[src/hdl/hrl_pkg.sv]
`default_nettype none
package hrl_pkg;
    localparam logic [2:0] EV_ACK      = 3'd0;
    localparam logic [2:0] EV_NACK     = 3'd1;
    localparam logic [2:0] EV_UNLOCKED = 3'd2;
    localparam logic [2:0] EV_DATA     = 3'd3;
    localparam logic [2:0] EV_END      = 3'd4;

    localparam logic [1:0] CFG_KEY  = 2'd0;
    localparam logic [1:0] CFG_GAP  = 2'd1;
    localparam logic [1:0] CFG_IDLE = 2'd2;

    localparam logic [7:0] CH_CR = 8'h0D;
    localparam logic [7:0] CH_AT = 8'h40;
    localparam logic [7:0] CH_A  = 8'h41;

    localparam int unsigned MAX_RESULTS = 18;

    typedef enum logic [3:0] {
        ST_IDLE,
        ST_KEY,
        ST_REC_RD,
        ST_REC_HI,
        ST_REC_LO,
        ST_REC_CHK,
        ST_EMIT_ONE,
        ST_EMIT_TWO,
        ST_DATA_RD,
        ST_DATA_HI,
        ST_DATA_LO,
        ST_DATA_OUT
    } state_t;

    typedef struct packed {
        logic       clr_line;
        logic       store_char;
        logic       rd_start;
        logic       rd_hi;
        logic       rd_lo;
        logic       clr_acc;
        logic       set_unlocked;
        logic       set_upper;
        logic       push;
        logic [2:0] push_kind;
        logic       push_data;
        logic       push_last;
        logic       key_step;
        logic       key_start;
        logic       tick;
        logic       byte_in;
        logic       relock;
    } dp_cmd_t;

    typedef struct packed {
        logic       line_full;
        logic       line_started;
        logic       unlocked;
        logic       gap_hit;
        logic       idle_hit;
        logic       key_ok;
        logic       key_done;
        logic       key_short;
        logic       rec_shape_ok;
        logic       rec_more;
        logic       rec_valid;
        logic [7:0] rec_type;
        logic [7:0] rec_cnt;
        logic       data_more;
        logic       data_last;
        logic       out_free;
    } dp_stat_t;
endpackage
`default_nettype wire

[src/hdl/hex_record_line_loader_core.sv]
// A nack for an overlong line or a gap goes from idle to ST_EMIT_ONE, which waits for
// a free output. A record line end reads each byte pair in ST_REC_RD, ST_REC_HI and
// ST_REC_LO, checks it in ST_REC_CHK, then gives each data result through ST_DATA_RD,
// ST_DATA_HI, ST_DATA_LO and ST_DATA_OUT and the ack after the last. A key line of
// KEY_CHARS or more goes through ST_KEY; a match yields an unlocked result and an ack.
// One beat per cycle is taken while idle; input holds while a line end or nack is worked
// off. Reset: synchronous active-low aresetn locks the block, clears counters and line.
`default_nettype none
module hex_record_line_loader_core
    import hrl_pkg::*;
#(
    parameter int unsigned MAX_LINE_CHARS = 46,
    parameter int unsigned KEY_CHARS = 8
) (
    input  wire logic        aclk,
    input  wire logic        aresetn,
    input  wire logic        s_tvalid,
    output logic             s_tready,
    input  wire logic [7:0]  s_tdata,  // rx_byte
    input  wire logic        s_tuser,  // opcode
    output logic             m_tvalid,
    input  wire logic        m_tready,
    output logic [39:0]      m_tdata,  // target_address[31:0], data_byte[39:32]
    output logic [2:0]       m_tuser,  // event_kind
    output logic             m_tlast,  // last_of_run
    input  wire logic        cfg_valid,
    output logic             cfg_ready,
    input  wire logic [1:0]  cfg_index,
    input  wire logic [63:0] cfg_data
);
    logic [63:0] key_reg;
    logic [7:0]  gapl_reg;
    logic [15:0] idlel_reg;
    dp_cmd_t     cmd;
    dp_stat_t    stat;
    logic [31:0] o_addr;
    logic [7:0]  o_data;

    assign cfg_ready = 1'b1;

    always_ff @(posedge aclk) begin
        if (!aresetn) begin
            key_reg   <= 64'd3544952156018063160;
            gapl_reg  <= 8'd100;
            idlel_reg <= 16'd2000;
        end else if (cfg_valid) begin
            unique case (cfg_index)
                CFG_KEY:  key_reg   <= cfg_data;
                CFG_GAP:  gapl_reg  <= cfg_data[7:0];
                CFG_IDLE: idlel_reg <= cfg_data[15:0];
                default:  key_reg   <= key_reg;
            endcase
        end
    end

    hrl_ctrl u_ctrl (
        .aclk     (aclk),
        .aresetn  (aresetn),
        .in_valid (s_tvalid),
        .in_ready (s_tready),
        .in_op    (s_tuser),
        .in_byte  (s_tdata),
        .stat     (stat),
        .cmd      (cmd)
    );

    hrl_datapath #(
        .MAX_LINE_CHARS (MAX_LINE_CHARS),
        .KEY_CHARS      (KEY_CHARS)
    ) u_dp (
        .aclk            (aclk),
        .aresetn         (aresetn),
        .rx_byte         (s_tdata),
        .access_key      (key_reg),
        .rx_gap_limit_ms (gapl_reg),
        .idle_limit_ms   (idlel_reg),
        .cmd             (cmd),
        .stat            (stat),
        .o_kind          (m_tuser),
        .o_addr          (o_addr),
        .o_data          (o_data),
        .o_last          (m_tlast),
        .o_valid         (m_tvalid),
        .o_ready         (m_tready)
    );

    assign m_tdata = {o_data, o_addr};

    a_push_free: assert property (@(posedge aclk) disable iff (!aresetn)
        cmd.push |-> stat.out_free) else $error("push while output busy");
    a_ready_idle: assert property (@(posedge aclk) disable iff (!aresetn)
        s_tready |-> !cmd.push) else $error("input taken during emit");
    a_hold: assert property (@(posedge aclk) disable iff (!aresetn)
        m_tvalid && !m_tready |=> m_tvalid) else $error("result dropped");
endmodule
`default_nettype wire

[src/hdl/hrl_datapath.sv]
`default_nettype none
module hrl_datapath
    import hrl_pkg::*;
#(
    parameter int unsigned MAX_LINE_CHARS = 46,
    parameter int unsigned KEY_CHARS = 8
) (
    input  wire logic        aclk,
    input  wire logic        aresetn,
    input  wire logic [7:0]  rx_byte,
    input  wire logic [63:0] access_key,
    input  wire logic [7:0]  rx_gap_limit_ms,
    input  wire logic [15:0] idle_limit_ms,
    input  wire dp_cmd_t     cmd,
    output dp_stat_t         stat,
    output logic [2:0]       o_kind,
    output logic [31:0]      o_addr,
    output logic [7:0]       o_data,
    output logic             o_last,
    output logic             o_valid,
    input  wire logic        o_ready
);
    localparam int unsigned LW = $clog2(MAX_LINE_CHARS + 1);
    localparam int unsigned AW = $clog2(MAX_LINE_CHARS);
    localparam int unsigned KW = $clog2(KEY_CHARS + 1);

    logic [7:0]    mem [MAX_LINE_CHARS];
    logic [7:0]    rd_data_reg;
    logic [LW-1:0] len_reg, len_next;
    logic [LW-1:0] ptr_reg, ptr_next;
    logic [KW-1:0] kidx_reg, kidx_next;
    logic          kok_reg, kok_next;
    logic          unl_reg, unl_next;
    logic          at_reg, at_next;
    logic [15:0]   upper_reg, upper_next;
    logic [7:0]    gap_reg, gap_next;
    logic [15:0]   idle_reg, idle_next;
    logic [7:0]    hi_reg, hi_next;
    logic [7:0]    sum_reg, sum_next;
    logic [5:0]    nb_reg, nb_next;
    logic [7:0]    cnt_reg, cnt_next;
    logic [7:0]    typ_reg, typ_next;
    logic [7:0]    a1_reg, a1_next;
    logic [7:0]    a2_reg, a2_next;
    logic [7:0]    d4_reg, d4_next;
    logic [7:0]    d5_reg, d5_next;
    logic [7:0]    dcnt_reg, dcnt_next;
    logic [31:0]   addr_reg, addr_next;
    logic [2:0]    ok_reg;
    logic [31:0]   oa_reg;
    logic [7:0]    od_reg;
    logic          ol_reg;
    logic [7:0]    dec_byte;
    logic [7:0]    key_ch;
    logic [LW-1:0] pairs;
    logic [AW-1:0] rd_addr;
    logic [7:0]    gap_inc;
    logic [15:0]   idle_inc;

    assign dec_byte = {hi_reg[3:0], 4'h0} | (rd_data_reg - CH_A);
    assign key_ch   = access_key[6'(56 - 8 * int'(kidx_reg)) +: 8];
    assign pairs    = len_reg - LW'(1);
    assign rd_addr  = ptr_next[AW-1:0];
    assign gap_inc  = (gap_reg != 8'hFF) ? gap_reg + 8'd1 : gap_reg;
    assign idle_inc = (idle_reg != 16'hFFFF) ? idle_reg + 16'd1 : idle_reg;

    always_ff @(posedge aclk) begin
        if (cmd.store_char) begin
            mem[len_reg[AW-1:0]] <= rx_byte;
        end
        rd_data_reg <= mem[rd_addr];
    end

    always_comb begin
        len_next   = len_reg;
        ptr_next   = ptr_reg;
        kidx_next  = kidx_reg;
        kok_next   = kok_reg;
        unl_next   = unl_reg;
        at_next    = at_reg;
        upper_next = upper_reg;
        gap_next   = gap_reg;
        idle_next  = idle_reg;
        hi_next    = hi_reg;
        sum_next   = sum_reg;
        nb_next    = nb_reg;
        cnt_next   = cnt_reg;
        typ_next   = typ_reg;
        a1_next    = a1_reg;
        a2_next    = a2_reg;
        d4_next    = d4_reg;
        d5_next    = d5_reg;
        dcnt_next  = dcnt_reg;
        addr_next  = addr_reg;
        if (cmd.byte_in) begin
            gap_next  = '0;
            idle_next = '0;
        end
        if (cmd.tick) begin
            gap_next  = gap_inc;
            idle_next = idle_inc;
        end
        if (cmd.relock) begin
            unl_next  = 1'b0;
            gap_next  = '0;
            idle_next = '0;
        end
        if (cmd.store_char) begin
            len_next = len_reg + LW'(1);
            if (len_reg == '0) at_next = rx_byte == CH_AT;
        end
        if (cmd.key_start) begin
            kidx_next = '0;
            kok_next  = 1'b1;
            ptr_next  = '0;
        end
        if (cmd.key_step) begin
            if (rd_data_reg != key_ch) kok_next = 1'b0;
            kidx_next = kidx_reg + KW'(1);
            ptr_next  = ptr_reg + LW'(1);
        end
        if (cmd.rd_start) begin
            ptr_next = LW'(1);
            sum_next = '0;
            nb_next  = '0;
        end
        if (cmd.rd_hi) begin
            hi_next  = rd_data_reg - CH_A;
            ptr_next = ptr_reg + LW'(1);
        end
        if (cmd.rd_lo) begin
            ptr_next = ptr_reg + LW'(1);
            sum_next = sum_reg + dec_byte;
            nb_next  = nb_reg + 6'd1;
            unique case (nb_reg)
                6'd0: cnt_next = dec_byte;
                6'd1: a1_next  = dec_byte;
                6'd2: a2_next  = dec_byte;
                6'd3: typ_next = dec_byte;
                6'd4: d4_next  = dec_byte;
                6'd5: d5_next  = dec_byte;
                default: ;
            endcase
        end
        if (cmd.clr_acc) begin
            ptr_next  = LW'(9);
            dcnt_next = '0;
            addr_next = {upper_reg, a1_reg, a2_reg};
        end
        if (cmd.push && cmd.push_data) begin
            ptr_next  = ptr_reg + LW'(1);
            dcnt_next = dcnt_reg + 8'd1;
            addr_next = addr_reg + 32'd1;
        end
        if (cmd.set_unlocked) begin
            unl_next   = 1'b1;
            upper_next = '0;
        end
        if (cmd.set_upper) upper_next = {d4_reg, d5_reg};
        if (cmd.clr_line) begin
            len_next  = '0;
            gap_next  = '0;
            idle_next = '0;
        end
    end

    always_ff @(posedge aclk) begin
        if (!aresetn) begin
            len_reg   <= '0;
            unl_reg   <= 1'b0;
            upper_reg <= '0;
            gap_reg   <= '0;
            idle_reg  <= '0;
            o_valid   <= 1'b0;
        end else begin
            len_reg   <= len_next;
            unl_reg   <= unl_next;
            upper_reg <= upper_next;
            gap_reg   <= gap_next;
            idle_reg  <= idle_next;
            if (cmd.push) o_valid <= 1'b1;
            else if (o_ready) o_valid <= 1'b0;
        end
        ptr_reg  <= ptr_next;
        kidx_reg <= kidx_next;
        kok_reg  <= kok_next;
        at_reg   <= at_next;
        hi_reg   <= hi_next;
        sum_reg  <= sum_next;
        nb_reg   <= nb_next;
        cnt_reg  <= cnt_next;
        typ_reg  <= typ_next;
        a1_reg   <= a1_next;
        a2_reg   <= a2_next;
        d4_reg   <= d4_next;
        d5_reg   <= d5_next;
        dcnt_reg <= dcnt_next;
        addr_reg <= addr_next;
        if (cmd.push) begin
            ok_reg <= cmd.push_kind;
            oa_reg <= cmd.push_data ? addr_reg : 32'd0;
            od_reg <= cmd.push_data ? dec_byte : 8'd0;
            ol_reg <= cmd.push_last;
        end
    end

    assign o_kind = ok_reg;
    assign o_addr = oa_reg;
    assign o_data = od_reg;
    assign o_last = ol_reg;

    always_comb begin
        stat.line_full    = len_reg >= LW'(MAX_LINE_CHARS);
        stat.line_started = len_reg != '0;
        stat.unlocked     = unl_reg;
        stat.gap_hit      = gap_inc >= rx_gap_limit_ms;
        stat.idle_hit     = idle_inc >= idle_limit_ms;
        stat.key_ok       = kok_reg;
        stat.key_done     = kidx_reg == KW'(KEY_CHARS);
        stat.key_short    = len_reg < LW'(KEY_CHARS);
        stat.rec_shape_ok = len_reg != '0 && at_reg && !pairs[0] && pairs >= LW'(10);
        stat.rec_more     = ptr_reg + LW'(1) < len_reg;
        stat.rec_valid    = sum_reg == 8'd0 && {2'b00, nb_reg} == cnt_reg + 8'd5;
        stat.rec_type     = typ_reg;
        stat.rec_cnt      = cnt_reg;
        stat.data_more    = dcnt_reg < cnt_reg;
        stat.data_last    = dcnt_reg + 8'd1 == cnt_reg;
        stat.out_free     = !o_valid || o_ready;
    end
endmodule
`default_nettype wire

[src/hdl/hrl_ctrl.sv]
`default_nettype none
module hrl_ctrl
    import hrl_pkg::*;
(
    input  wire logic       aclk,
    input  wire logic       aresetn,
    input  wire logic       in_valid,
    output logic            in_ready,
    input  wire logic       in_op,
    input  wire logic [7:0] in_byte,
    input  wire dp_stat_t   stat,
    output dp_cmd_t         cmd
);
    state_t state_reg, state_next;
    logic [2:0] k1_reg, k1_next;
    logic [2:0] k2_reg, k2_next;
    logic       prev_two_reg;
    logic       take;

    assign take = in_valid && in_ready;

    always_ff @(posedge aclk) begin
        if (!aresetn) begin
            state_reg <= ST_IDLE;
        end else begin
            state_reg <= state_next;
        end
        k1_reg <= k1_next;
        k2_reg <= k2_next;
    end

    always_comb begin
        state_next = state_reg;
        k1_next    = k1_reg;
        k2_next    = k2_reg;
        unique case (state_reg)
            ST_IDLE: begin
                if (take && !in_op) begin
                    if (in_byte == CH_CR) begin
                        if (stat.unlocked) begin
                            if (stat.rec_shape_ok) begin
                                state_next = ST_REC_RD;
                            end else begin
                                k1_next = EV_NACK;
                                state_next = ST_EMIT_ONE;
                            end
                        end else if (!stat.key_short) begin
                            state_next = ST_KEY;
                        end
                    end else if (stat.line_full) begin
                        k1_next = EV_NACK;
                        state_next = ST_EMIT_ONE;
                    end
                end else if (take && in_op && stat.line_started && stat.gap_hit) begin
                    k1_next = EV_NACK;
                    state_next = ST_EMIT_ONE;
                end
            end
            ST_KEY: begin
                if (stat.key_done) begin
                    if (stat.key_ok) begin
                        k1_next = EV_UNLOCKED;
                        k2_next = EV_ACK;
                        state_next = ST_EMIT_TWO;
                    end else begin
                        state_next = ST_IDLE;
                    end
                end
            end
            ST_REC_RD: state_next = ST_REC_HI;
            ST_REC_HI: state_next = ST_REC_LO;
            ST_REC_LO: state_next = stat.rec_more ? ST_REC_RD : ST_REC_CHK;
            ST_REC_CHK: begin
                k1_next = EV_NACK;
                state_next = ST_EMIT_ONE;
                if (stat.rec_valid) begin
                    priority if (stat.rec_type == 8'd0 &&
                                 32'(stat.rec_cnt) + 32'd1 <= 32'(MAX_RESULTS)) begin
                        state_next = stat.rec_cnt == 8'd0 ? ST_EMIT_ONE : ST_DATA_RD;
                        k1_next = EV_ACK;
                    end else if (stat.rec_type == 8'd1) begin
                        k1_next = EV_END;
                        k2_next = EV_ACK;
                        state_next = ST_EMIT_TWO;
                    end else if (stat.rec_type == 8'd4 && stat.rec_cnt == 8'd2) begin
                        k1_next = EV_ACK;
                    end else begin
                        k1_next = EV_NACK;
                    end
                end
            end
            ST_EMIT_TWO: if (stat.out_free) state_next = ST_EMIT_ONE;
            ST_EMIT_ONE: if (stat.out_free) state_next = ST_IDLE;
            ST_DATA_RD: state_next = ST_DATA_HI;
            ST_DATA_HI: state_next = ST_DATA_LO;
            ST_DATA_LO: state_next = ST_DATA_OUT;
            ST_DATA_OUT: begin
                if (stat.out_free) begin
                    state_next = stat.data_last ? ST_EMIT_ONE : ST_DATA_RD;
                end
            end
            default: state_next = ST_IDLE;
        endcase
    end

    always_comb begin
        cmd      = '0;
        in_ready = state_reg == ST_IDLE;
        unique case (state_reg)
            ST_IDLE: begin
                if (take) begin
                    cmd.byte_in = !in_op;
                    cmd.tick    = in_op;
                    if (!in_op) begin
                        if (in_byte == CH_CR) begin
                            if (stat.unlocked) begin
                                cmd.rd_start = stat.rec_shape_ok;
                                cmd.clr_line = !stat.rec_shape_ok;
                            end else begin
                                cmd.key_start = !stat.key_short;
                                cmd.clr_line  = stat.key_short;
                            end
                        end else if (stat.line_full) begin
                            cmd.clr_line = 1'b1;
                        end else begin
                            cmd.store_char = 1'b1;
                        end
                    end else if (stat.line_started && stat.gap_hit) begin
                        cmd.clr_line = 1'b1;
                    end else if (stat.idle_hit) begin
                        cmd.clr_line = 1'b1;
                        cmd.relock   = 1'b1;
                    end
                end
            end
            ST_KEY: begin
                if (stat.key_done) begin
                    cmd.clr_line     = 1'b1;
                    cmd.set_unlocked = stat.key_ok;
                end else begin
                    cmd.key_step = 1'b1;
                end
            end
            ST_REC_RD: cmd = '0;
            ST_REC_HI: cmd.rd_hi = 1'b1;
            ST_REC_LO: cmd.rd_lo = 1'b1;
            ST_REC_CHK: begin
                cmd.clr_line  = 1'b1;
                cmd.clr_acc   = 1'b1;
                cmd.set_upper = stat.rec_valid && stat.rec_type == 8'd4 &&
                                stat.rec_cnt == 8'd2;
            end
            ST_EMIT_TWO: begin
                cmd.push      = stat.out_free;
                cmd.push_kind = k1_reg;
            end
            ST_EMIT_ONE: begin
                cmd.push      = stat.out_free;
                cmd.push_kind = prev_two_reg ? k2_reg : k1_reg;
                cmd.push_last = 1'b1;
            end
            ST_DATA_RD: cmd = '0;
            ST_DATA_HI: cmd.rd_hi = 1'b1;
            ST_DATA_LO: cmd = '0;
            ST_DATA_OUT: begin
                cmd.push      = stat.out_free;
                cmd.push_kind = EV_DATA;
                cmd.push_data = 1'b1;
            end
            default: cmd = '0;
        endcase
    end

    always_ff @(posedge aclk) begin
        if (!aresetn) begin
            prev_two_reg <= 1'b0;
        end else if (state_reg == ST_EMIT_TWO && stat.out_free) begin
            prev_two_reg <= 1'b1;
        end else if (state_reg == ST_EMIT_ONE && stat.out_free) begin
            prev_two_reg <= 1'b0;
        end
    end
endmodule
`default_nettype wire

[config.mk]
export PLATFORM = sky130hd
export DESIGN_NAME = hex_record_line_loader_core
export DESIGN_NICKNAME = d
export VERILOG_FILES = /design/src/hdl/hrl_pkg.sv /design/src/hdl/hex_record_line_loader_core.sv /design/src/hdl/hrl_datapath.sv /design/src/hdl/hrl_ctrl.sv
export SDC_FILE = /design/constraint.sdc
export NUM_CORES = 1
export LEC_CHECK = 0
export ABC_AREA = 1
export BUFFER_PORTS_ARGS = -buffer_cell sky130_fd_sc_hd__buf_2
export CAP_MARGIN = 20
export CELL_PAD_IN_SITES_DETAIL_PLACEMENT = 0
export CELL_PAD_IN_SITES_GLOBAL_PLACEMENT = 1
export CORE_MARGIN = 2
export CORE_UTILIZATION = 45
export DETAILED_ROUTE_END_ITERATION = 6
export PLACE_DENSITY_LB_ADDON = 0.1
export SLEW_MARGIN = 10
export SYNTH_ARGS = -nofsm -noshare
export SYNTH_HDL_FRONTEND = slang
export SYNTH_SLANG_ARGS = --single-unit
[constraint.sdc]
create_clock -name aclk -period 5.27 [get_ports aclk]
set_input_delay 1.054 -clock aclk [delete_from_list [all_inputs] [get_ports aclk]]
set_output_delay 1.054 -clock aclk [all_outputs]
set_load 0.005 [all_outputs]
==> results_dict.tcl, run 1 <==
set metrics [dict create \
    cts.sinks 650 \
    endpoint_kind "register" \
    ant_nets 0 \
    peakVddDrop_uv 561 \
    final_max_slew_viol_count 0 \
    synthCells 3039 \
    numCtsBuffers 75 \
    fin_nets 3260 \
    yosysTopAreaCellShare 0.527 \
    power.density_mw_per_mm2 547 \
    rsz0062_at_grt "no" \
    fin_hold_ws_ns 0.462 \
    timing.fmax_mhz 222 \
    seq_area_mm2 0.0183 \
    start_util 0.455 \
    maxSlewHeadroom 0.291 \
    power.total_w 0.0185 \
    fillers 6003 \
    antenna_found_initial 1 \
    final_cells 4048 \
    status "completed" \
    clock_path_buffers 3 \
    timing_hold_violations_final 0 \
    vias_per_cell 5.26 \
    drt_first_pass_iters 5 \
    io-pin-count 127 \
    grt_pass1_vias 20600 \
    use_met2 0.362 \
    io_buffers 93 \
    vias 21300 \
    yosysSeqAreaShare 0.610 \
    dieWidth_um 262 \
    drcViolationCount 0 \
    arrival_ns 5.04 \
    h-tree-depth 3 \
    grt_max_degree 121 \
    largest_register_ffs 368 \
    num_rows 94 \
    multi_input_area_mm2 0.00953 \
    fin_util 0.512 \
    finClkSkew_ns 0.0289 \
    syn_nets 3176 \
    power.leakage_nw 13.3 \
    synthArstFlopShare 0 \
    required_ns 5.81 \
    yosys.area.top_type "edfxtp_1" \
    postCtsSetupBuffers 0 \
    track_usage 0.223 \
    place_hpwl_um 48000 \
    grt_overflow_total 0 \
    worst_slew_pin_slew_ns 1.06 \
    drt_iter0_markers 1775 \
    die_y_um 262 \
    period_minus_slack_ns 4.50 \
    crit_path_start_kind "register" \
    cts_root_buffer "clkbuf_16" \
    synth_edf_count 526 \
    post_cts_resized 0 \
    drive_above_1_share 0.0892 \
    hold_path_class "reg2reg" \
    area_growth_pct 12.6 \
    maxCapViolCount 0 \
    synth_area_mm2 0.0299 \
    dp_cells 3910 \
    met3_usage 0.0344 \
    dieArea_mm2 0.0686 \
    criticalPathCategory "reg2reg" \
    clkTransAtPathRegs_ns 0.06 \
    setup_viol 0 \
    synth_seq_cells 650 \
    synth_area_leaders "edfxtp_1 53%, dfxtp_1 8.3%, nand3_1 6.6%, nand2_1 6.2%, inv_1 5.0%" \
    clkLatencyLatePin_ns 0.62 \
    synthDistinctLibCells 54 \
    globalRouteMet1Util 0.304 \
    crit_fanout 24 \
    synth.most_common_cell "edfxtp_1" \
    finalSetupTns_ns 0 \
    timing.final.crit_share 0.854 \
    grt_first_pass_wirelength_um 117000 \
    wl_per_cell_um 18.8 \
    core_area_mm2 0.0659 \
    gp_congestion 0.840 \
    synth_flop_cell "edfxtp_1" \
    cts.hold.buffers_added 0 \
    wl_um 76200 \
    synth_warnings 0 \
    synthTopCellsByCount "526 x edfxtp_1, 498 x nand2_1, 402 x inv_1" \
    syn_area_per_cell_um2 9.85 \
    cts_tree "built" \
    busiest_layer "met2" \
]
placed cells by master (no fill, tap or decap), drive strengths merged, types with 23 or more instances in the layout:
cell,netlist,layout
xor2,58,58
a22oi,23,23
clkinv,3,24
buf,66,136
a21oi,109,109
nor2,326,326
clkbuf,63,101
inv,413,419
ha,56,56
nor3,33,33
o21ai,126,126
edfxtp,526,526
nand4,26,26
nand2,502,502
nand3,393,393
dfxtp,124,124
nand3b,83,83
kinds of logic (layout without fill, tap and decap cells):
logic type,after synthesis,after routing,synth area share
adder cells (fa/ha/maj),57,57,0.0241
other,1,2,0.000125
buffers and inverters,545,689,0.0731
flip-flops,650,650,0.610
AND/OR/NAND/NOR,1397,1397,0.211
AO/OA/AOI/OAI,321,321,0.0617
XOR/XNOR,68,68,0.0199
path summary, 6_finish.rpt:
path	startpoint	endpoint	slack, ns	depth (start not counted)
worst max-delay path	u_dp.idle_reg[0]	u_dp.gap_reg[5]	0.77	25
worst min-delay path	u_dp.upper_reg[14]	u_dp.upper_reg[14]	0.46	2
worst min register to register	u_dp.upper_reg[14]	u_dp.upper_reg[14]	0.46	2
worst max register to register	u_dp.idle_reg[0]	u_dp.gap_reg[5]	0.77	25
worst max-delay path, cell delays in order, from the launching register on:
cell and delay [ns]:
dfxtp_1 0.37, ha_1 0.16, inv_1 0.06, nor3_1 0.32, nand2_1 0.13, nor4_1 0.30, nand2_1 0.15, nor2_1 0.34
nor3_1 0.12, a21oi_1 0.34, ha_1 0.31, a21boi_0 0.12, o21ai_0 0.14, nand2_1 0.07, nand2_1 0.06, nand2_1 0.05
nand2_1 0.05, nand2_1 0.04, nand2_1 0.05, nand2_1 0.06, a21oi_1 0.16, o21ai_0 0.15, nand2_1 0.09, nand4_1 0.32
buf_4 0.37, a21oi_1 0.13
routing by layer:
layer  share of wire  wire length, µm
met1            0.45            34400
met2            0.47            35800
met3           0.047             3590
met4           0.032             2470
met5               0                0
final cells by class:
| type | instances | share of cell area |
|---|---|---|
| clock buffers | 101 | 0.0610 |
| flip-flops and latches | 650 | 0.542 |
| clock inverters | 36 | 0.00987 |
| inverters | 416 | 0.0463 |
| well taps | 864 | 0.0321 |
| diodes | 1 | 0.0000742 |
| multi-input cells | 1844 | 0.283 |
| repair buffers | 136 | 0.0259 |
metrics by stage:
step / worst slack [ns] / area [µm²]
3_3_place_gp: 0.417 / 31300
6_report: 0.768 / 33700
3_5_place_dp: 0.432 / 31300
4_1_cts: 0.779 / 33700
2_1_floorplan: 1.74 / 29900
5_1_grt: 0.282 / 33700
power breakdown:
group	internal, W	switching [W]	total (W)
sequential	0.00590	0.000189	0.00609
clock	0.00300	0.00210	0.00509
combinational	0.00214	0.00513	0.00727
(Power assumes the default switching activity.)
==> inputs of run 2 (changes only) <==
--- a/config.mk
+++ b/config.mk
@@ -8,11 +8,12 @@
 export ABC_AREA = 1
 export BUFFER_PORTS_ARGS = -buffer_cell sky130_fd_sc_hd__buf_2
 export CAP_MARGIN = 20
-export CELL_PAD_IN_SITES_DETAIL_PLACEMENT = 0
-export CELL_PAD_IN_SITES_GLOBAL_PLACEMENT = 1
+export CELL_PAD_IN_SITES_DETAIL_PLACEMENT = 1
+export CELL_PAD_IN_SITES_GLOBAL_PLACEMENT = 2
 export CORE_MARGIN = 2
-export CORE_UTILIZATION = 45
+export CORE_UTILIZATION = 43
 export DETAILED_ROUTE_END_ITERATION = 6
+export HOLD_SLACK_MARGIN = 0.08
 export PLACE_DENSITY_LB_ADDON = 0.1
 export SLEW_MARGIN = 10
 export SYNTH_ARGS = -nofsm -noshare
==> results_dict.tcl, run 2 (synthesis results as in run 1) <==
set metrics [dict create \
    drt_iter0_markers 1488 \
    clock_path_buffers 3 \
    highest_layer "met4" \
    cts_root_buffer "clkbuf_16" \
    crit_start "u_dp.idle_reg[0]" \
    routed-wl-met3_um 3120 \
    criticalPathCategory "reg2reg" \
    status "completed" \
    wl_met1_um 36800 \
    start_util 0.435 \
    numCtsBuffers 75 \
    finalSetupTns_ns 0 \
    io_buffers 93 \
    final_common_cell "edfxtp_1" \
    r2r_end "u_dp.gap_reg[0]" \
    wl_um 84100 \
    dr_wl_met2_um 42100 \
    clkLatencyLatePin_ns 0.62 \
    crit_end "u_dp.gap_reg[0]" \
    timing.fmax_mhz 220 \
    period_minus_slack_ns 4.54 \
    io-pin-count 127 \
    design_area_mm2 0.0340 \
    min-delay-start "key_reg[12]" \
    hold_path_class "reg2reg" \
    die_y_um 268 \
    clkTransAtPathRegs_ns 0.05 \
    grt_first_pass_wirelength_um 130000 \
    grt_pass1_vias 22800 \
    gp_congestion 0.833 \
    num_rows 96 \
    setup_viol 0 \
    placed_cell_area_mm2 0.0314 \
    antenna_found_initial 1 \
    rsz0062_at_grt "no" \
    track_usage 0.237 \
    endpoint_kind "register" \
    dieArea_mm2 0.0718 \
    grt_max_degree 121 \
    vias_per_cell 5.31 \
    reg2regPathDepth 25 \
    crit_fanout 24 \
    area_growth_pct 13.4 \
    crit_path_start_kind "register" \
    maxSlewHeadroom 0.355 \
    core_area_mm2 0.0688 \
    drive_above_1_share 0.0927 \
    timing.final.crit_share 0.862 \
    required_ns 5.80 \
    vias 21900 \
    post_cts_resized 0 \
    h-tree-depth 3 \
    ff2ff_setup_slack_ns 0.73 \
    worst_slew_pin_slew_ns 0.966 \
    drt_first_pass_iters 5 \
    power.leakage_nw 13.5 \
    power.density_mw_per_mm2 558 \
    postCtsSetupBuffers 0 \
    largest_register_ffs 368 \
    ant_nets 0 \
    cts.sinks 650 \
    arrival_ns 5.08 \
    final_cell_mix "526 x edfxtp_1, 497 x nand2_1, 402 x inv_1" \
    dieWidth_um 268 \
    finClkSkew_ns 0.0181 \
    drcViolationCount 0 \
    cts.hold.buffers_added 0 \
    cts_tree "built" \
    grt_overflow_total 0 \
    place_hpwl_um 54400 \
    fin_nets 3267 \
    r2r_start "u_dp.idle_reg[0]" \
    timing_hold_violations_final 0 \
    maxCapViolCount 0 \
    final_max_slew_viol_count 0 \
    peakVddDrop_uv 628 \
    wl_per_cell_um 20.4 \
    diodes 0 \
    power.total_w 0.0189 \
]
-- run 2: cell count changes in the layout (fill, tap and decap cells not counted), moves of 2 or more --
cell        change
clkbuf_8        +4
bufinv_16       +2
clkbuf_1        +5
clkinv_1        -8
clkinvlp_4      -3
inv_6           -2
clkinv_2        +4
buf_4           +5
-- run 2: layout make-up --
cell class              count  area, µm²
clock buffers             111       2160
inverters                 416       1560
multi-input cells        1844       9530
clock inverters            28        344
flip-flops and latches    650      18300
repair buffers            143        923
well taps                 931       1160
fillers                  7663      34900
-- run 2: critical path, cell delays in order, from the launching register on --
cell and delay, ns:
dfxtp_1 0.37, ha_1 0.17, inv_1 0.07, nor3_1 0.33
nand2_1 0.14, nor4_1 0.30, nand2_1 0.17, nor2_1 0.21
nor3_1 0.09, a21oi_1 0.22, ha_1 0.27, a21boi_0 0.13
o21ai_0 0.19, nand2_1 0.07, nand2_1 0.07, nand2_1 0.05
nand2_1 0.06, nand2_1 0.05, nand2_1 0.06, nand2_1 0.06
a21oi_1 0.20, o21ai_0 0.20, nand2_1 0.11, nand4_1 0.34
buf_4 0.39, a21oi_1 0.15
-- run 2: report_power, final --
part           switching, W  internal (W)  leakage, nW
clock               0.00212       0.00319         1.22
sequential         0.000211       0.00590         5.77
combinational       0.00535       0.00217         6.46
total               0.00768        0.0113         13.5
-- run 2: worst min path at each step --
| stage | to | slack [ns] | depth (start not counted) |
|---|---|---|---|
| finish | key_reg[12] | 0.46 | 2 |
| global route | key_reg[13] | 0.48 | 2 |
| CTS | key_reg[12] | 0.46 | 2 |
| detailed placement | key_reg[12] | 0.44 | 2 |
| global placement | key_reg[12] | 0.44 | 2 |
| floorplan | key_reg[17] | 0.42 | 2 |
-- run 2: metal layers --
layer	vias up	global-route usage
li1	10500	-
met1	10900	0.306
met2	358	0.414
met3	125	0.0329
met4	0	0.0708
met5	-	0
-- run 2: through the flow --
step / hold WS, ns / std cells / utilization / worst slack, ns
floorplan: 0.424 / 3039 / - / 1.74
global placement: 0.440 / 3981 / 0.457 / 0.628
detailed placement: 0.444 / 3982 / 0.457 / 0.504
CTS: 0.459 / 4121 / 0.493 / 0.653
global route: 0.480 / 4123 / 0.493 / 0.0964
finish: 0.457 / 4123 / 0.493 / 0.726
==> inputs of run 3 (changes only) <==
--- a/config.mk
+++ b/config.mk
@@ -8,8 +8,9 @@
 export ABC_AREA = 1
 export BUFFER_PORTS_ARGS = -buffer_cell sky130_fd_sc_hd__buf_2
 export CAP_MARGIN = 20
-export CELL_PAD_IN_SITES_DETAIL_PLACEMENT = 1
+export CELL_PAD_IN_SITES_DETAIL_PLACEMENT = 0
 export CELL_PAD_IN_SITES_GLOBAL_PLACEMENT = 2
+export CORE_ASPECT_RATIO = 1.2
 export CORE_MARGIN = 2
 export CORE_UTILIZATION = 43
 export DETAILED_ROUTE_END_ITERATION = 6
==> results_dict.tcl, run 3 (synthesis results as in run 1) <==
set metrics [dict create \
    io_buffers 93 \
    drcViolationCount 0 \
    grt_max_degree 121 \
    power.density_mw_per_mm2 536 \
    grt_pass1_vias 20700 \
    timing.final.crit_share 0.839 \
    grt_overflow_total 0 \
    design_area_mm2 0.0335 \
    grt_first_pass_wirelength_um 118000 \
    required_ns 5.79 \
    crit_path_start_kind "register" \
    status "completed" \
    dieWidth_um 245 \
    post_cts_resized 0 \
    io-pin-count 127 \
    worst_slew_pin_slew_ns 1.04 \
    wl_per_cell_um 18.5 \
    maxCapViolCount 0 \
    ant_nets 0 \
    r2r_start "u_dp.idle_reg[0]" \
    crit_fanout 24 \
    worst_slack_ns 0.847 \
    die_y_um 293 \
    ff2ff_setup_slack_ns 0.85 \
    gp_congestion 0.838 \
    crit_start "u_dp.idle_reg[0]" \
    fin_nets 3263 \
    vias 20900 \
    wl_um 75800 \
    cts_root_buffer "clkbuf_16" \
    h-tree-depth 3 \
    clkLatencyLatePin_ns 0.61 \
    cts.sinks 650 \
    critical-path-top-delay-family "simple AND/OR/NAND/NOR gates" \
    place_hpwl_um 49500 \
    final_cell_mix "526 x edfxtp_1, 497 x nand2_1, 402 x inv_1" \
    peakVddDrop_uv 676 \
    track_usage 0.213 \
    clkTransAtPathRegs_ns 0.06 \
    numCtsBuffers 71 \
    hold_path_class "reg2reg" \
    endpoint_kind "register" \
    dieArea_mm2 0.0718 \
    criticalPathCategory "reg2reg" \
    slowest_delay_ns 0.38 \
    clock_path_buffers 3 \
    drt_iter0_markers 1345 \
    min-delay-start "u_dp.upper_reg[8]" \
    core_area_mm2 0.0694 \
    rsz0062_at_grt "no" \
    drt_first_pass_iters 5 \
    area_growth_pct 12.0 \
    maxSlewHeadroom 0.306 \
    largest_register_ffs 368 \
    timing.fmax_mhz 226 \
    slowest_stage "dfxtp_1" \
    dp_slack_ns 0.734 \
    arrival_ns 4.95 \
    timing_hold_violations_final 0 \
    period_minus_slack_ns 4.42 \
    critPathBufInv 2 \
    final_common_cell "edfxtp_1" \
    diodes 0 \
    cts.hold.buffers_added 0 \
    finalSetupTns_ns 0 \
    antenna_found_initial 1 \
    finClkSkew_ns 0.0271 \
    power.leakage_nw 13.3 \
    start_util 0.432 \
    placed_cell_area_mm2 0.0314 \
    drive_above_1_share 0.0878 \
    setup_viol 0 \
    final_max_slew_viol_count 0 \
    postCtsSetupBuffers 0 \
    cp_common_cell "nand2_1" \
    num_rows 106 \
    cts_tree "built" \
    vias_per_cell 5.10 \
]
run 3: final timing paths:
kind         cells after the start           endpoint
max                             25   u_dp.idle_reg[1]
min                              2  u_dp.upper_reg[8]
max reg2reg                     25   u_dp.idle_reg[1]
min reg2reg                      2  u_dp.upper_reg[8]
run 3: area by class of cell:
class	count	area (µm²)
timing repair buffer	143	898
sequential	650	18300
multi-input combinational	1844	9530
tap	918	1150
fill	6483	35800
clock buffer	97	1930
clock inverter	26	189
inverter	416	1560
run 3: report_power, final:
part / leakage [nW] / switching [W] / internal (W)
Clock: 1.04 / 0.00197 / 0.00265
Combinational: 6.45 / 0.00511 / 0.00214
Sequential: 5.77 / 0.000185 / 0.00590
Total: 13.3 / 0.00727 / 0.0107
run 3: per-stage QoR:
| step | util | total power (W) | instances | hold slack [ns] |
|---|---|---|---|---|
| 3_5_place_dp | 0.453 | 0.0135 | 3970 | 0.446 |
| 4_1_cts | 0.483 | 0.0182 | 4093 | 0.463 |
| 5_1_grt | 0.483 | 0.0191 | 4094 | 0.475 |
| 3_3_place_gp | 0.453 | 0.0135 | 3969 | 0.447 |
| 2_1_floorplan | - | 0.0111 | 3039 | 0.424 |
| 6_report | 0.483 | 0.0180 | 4094 | 0.461 |
run 3: metal layers:
| layer | track usage | routed length [µm] | vias to the layer above |
|---|---|---|---|
| met4 | 0.0803 | 2430 | 0 |
| li1 | - | - | 10500 |
| met1 | 0.266 | 32600 | 9941 |
| met5 | 0 | 0 | - |
| met2 | 0.378 | 38000 | 375 |
| met3 | 0.0252 | 2790 | 116 |
run 3: worst register-to-register path, stage by stage (launching register included):
cell and delay (ns):
dfxtp_1 0.38, ha_1 0.17, inv_1 0.06, nor3_1 0.34
nand2_1 0.14, nor4_1 0.32, nand2_1 0.16, nor2_1 0.18
nor3_1 0.09, a21oi_1 0.20, ha_1 0.26, a21boi_0 0.12
o21ai_0 0.14, nand2_1 0.07, nand2_1 0.06, nand2_1 0.04
nand2_1 0.06, nand2_1 0.05, nand2_1 0.05, nand2_1 0.07
a21oi_1 0.19, o21ai_0 0.24, nand2_1 0.14, nand4_1 0.32
buf_4 0.37, a21oi_1 0.15
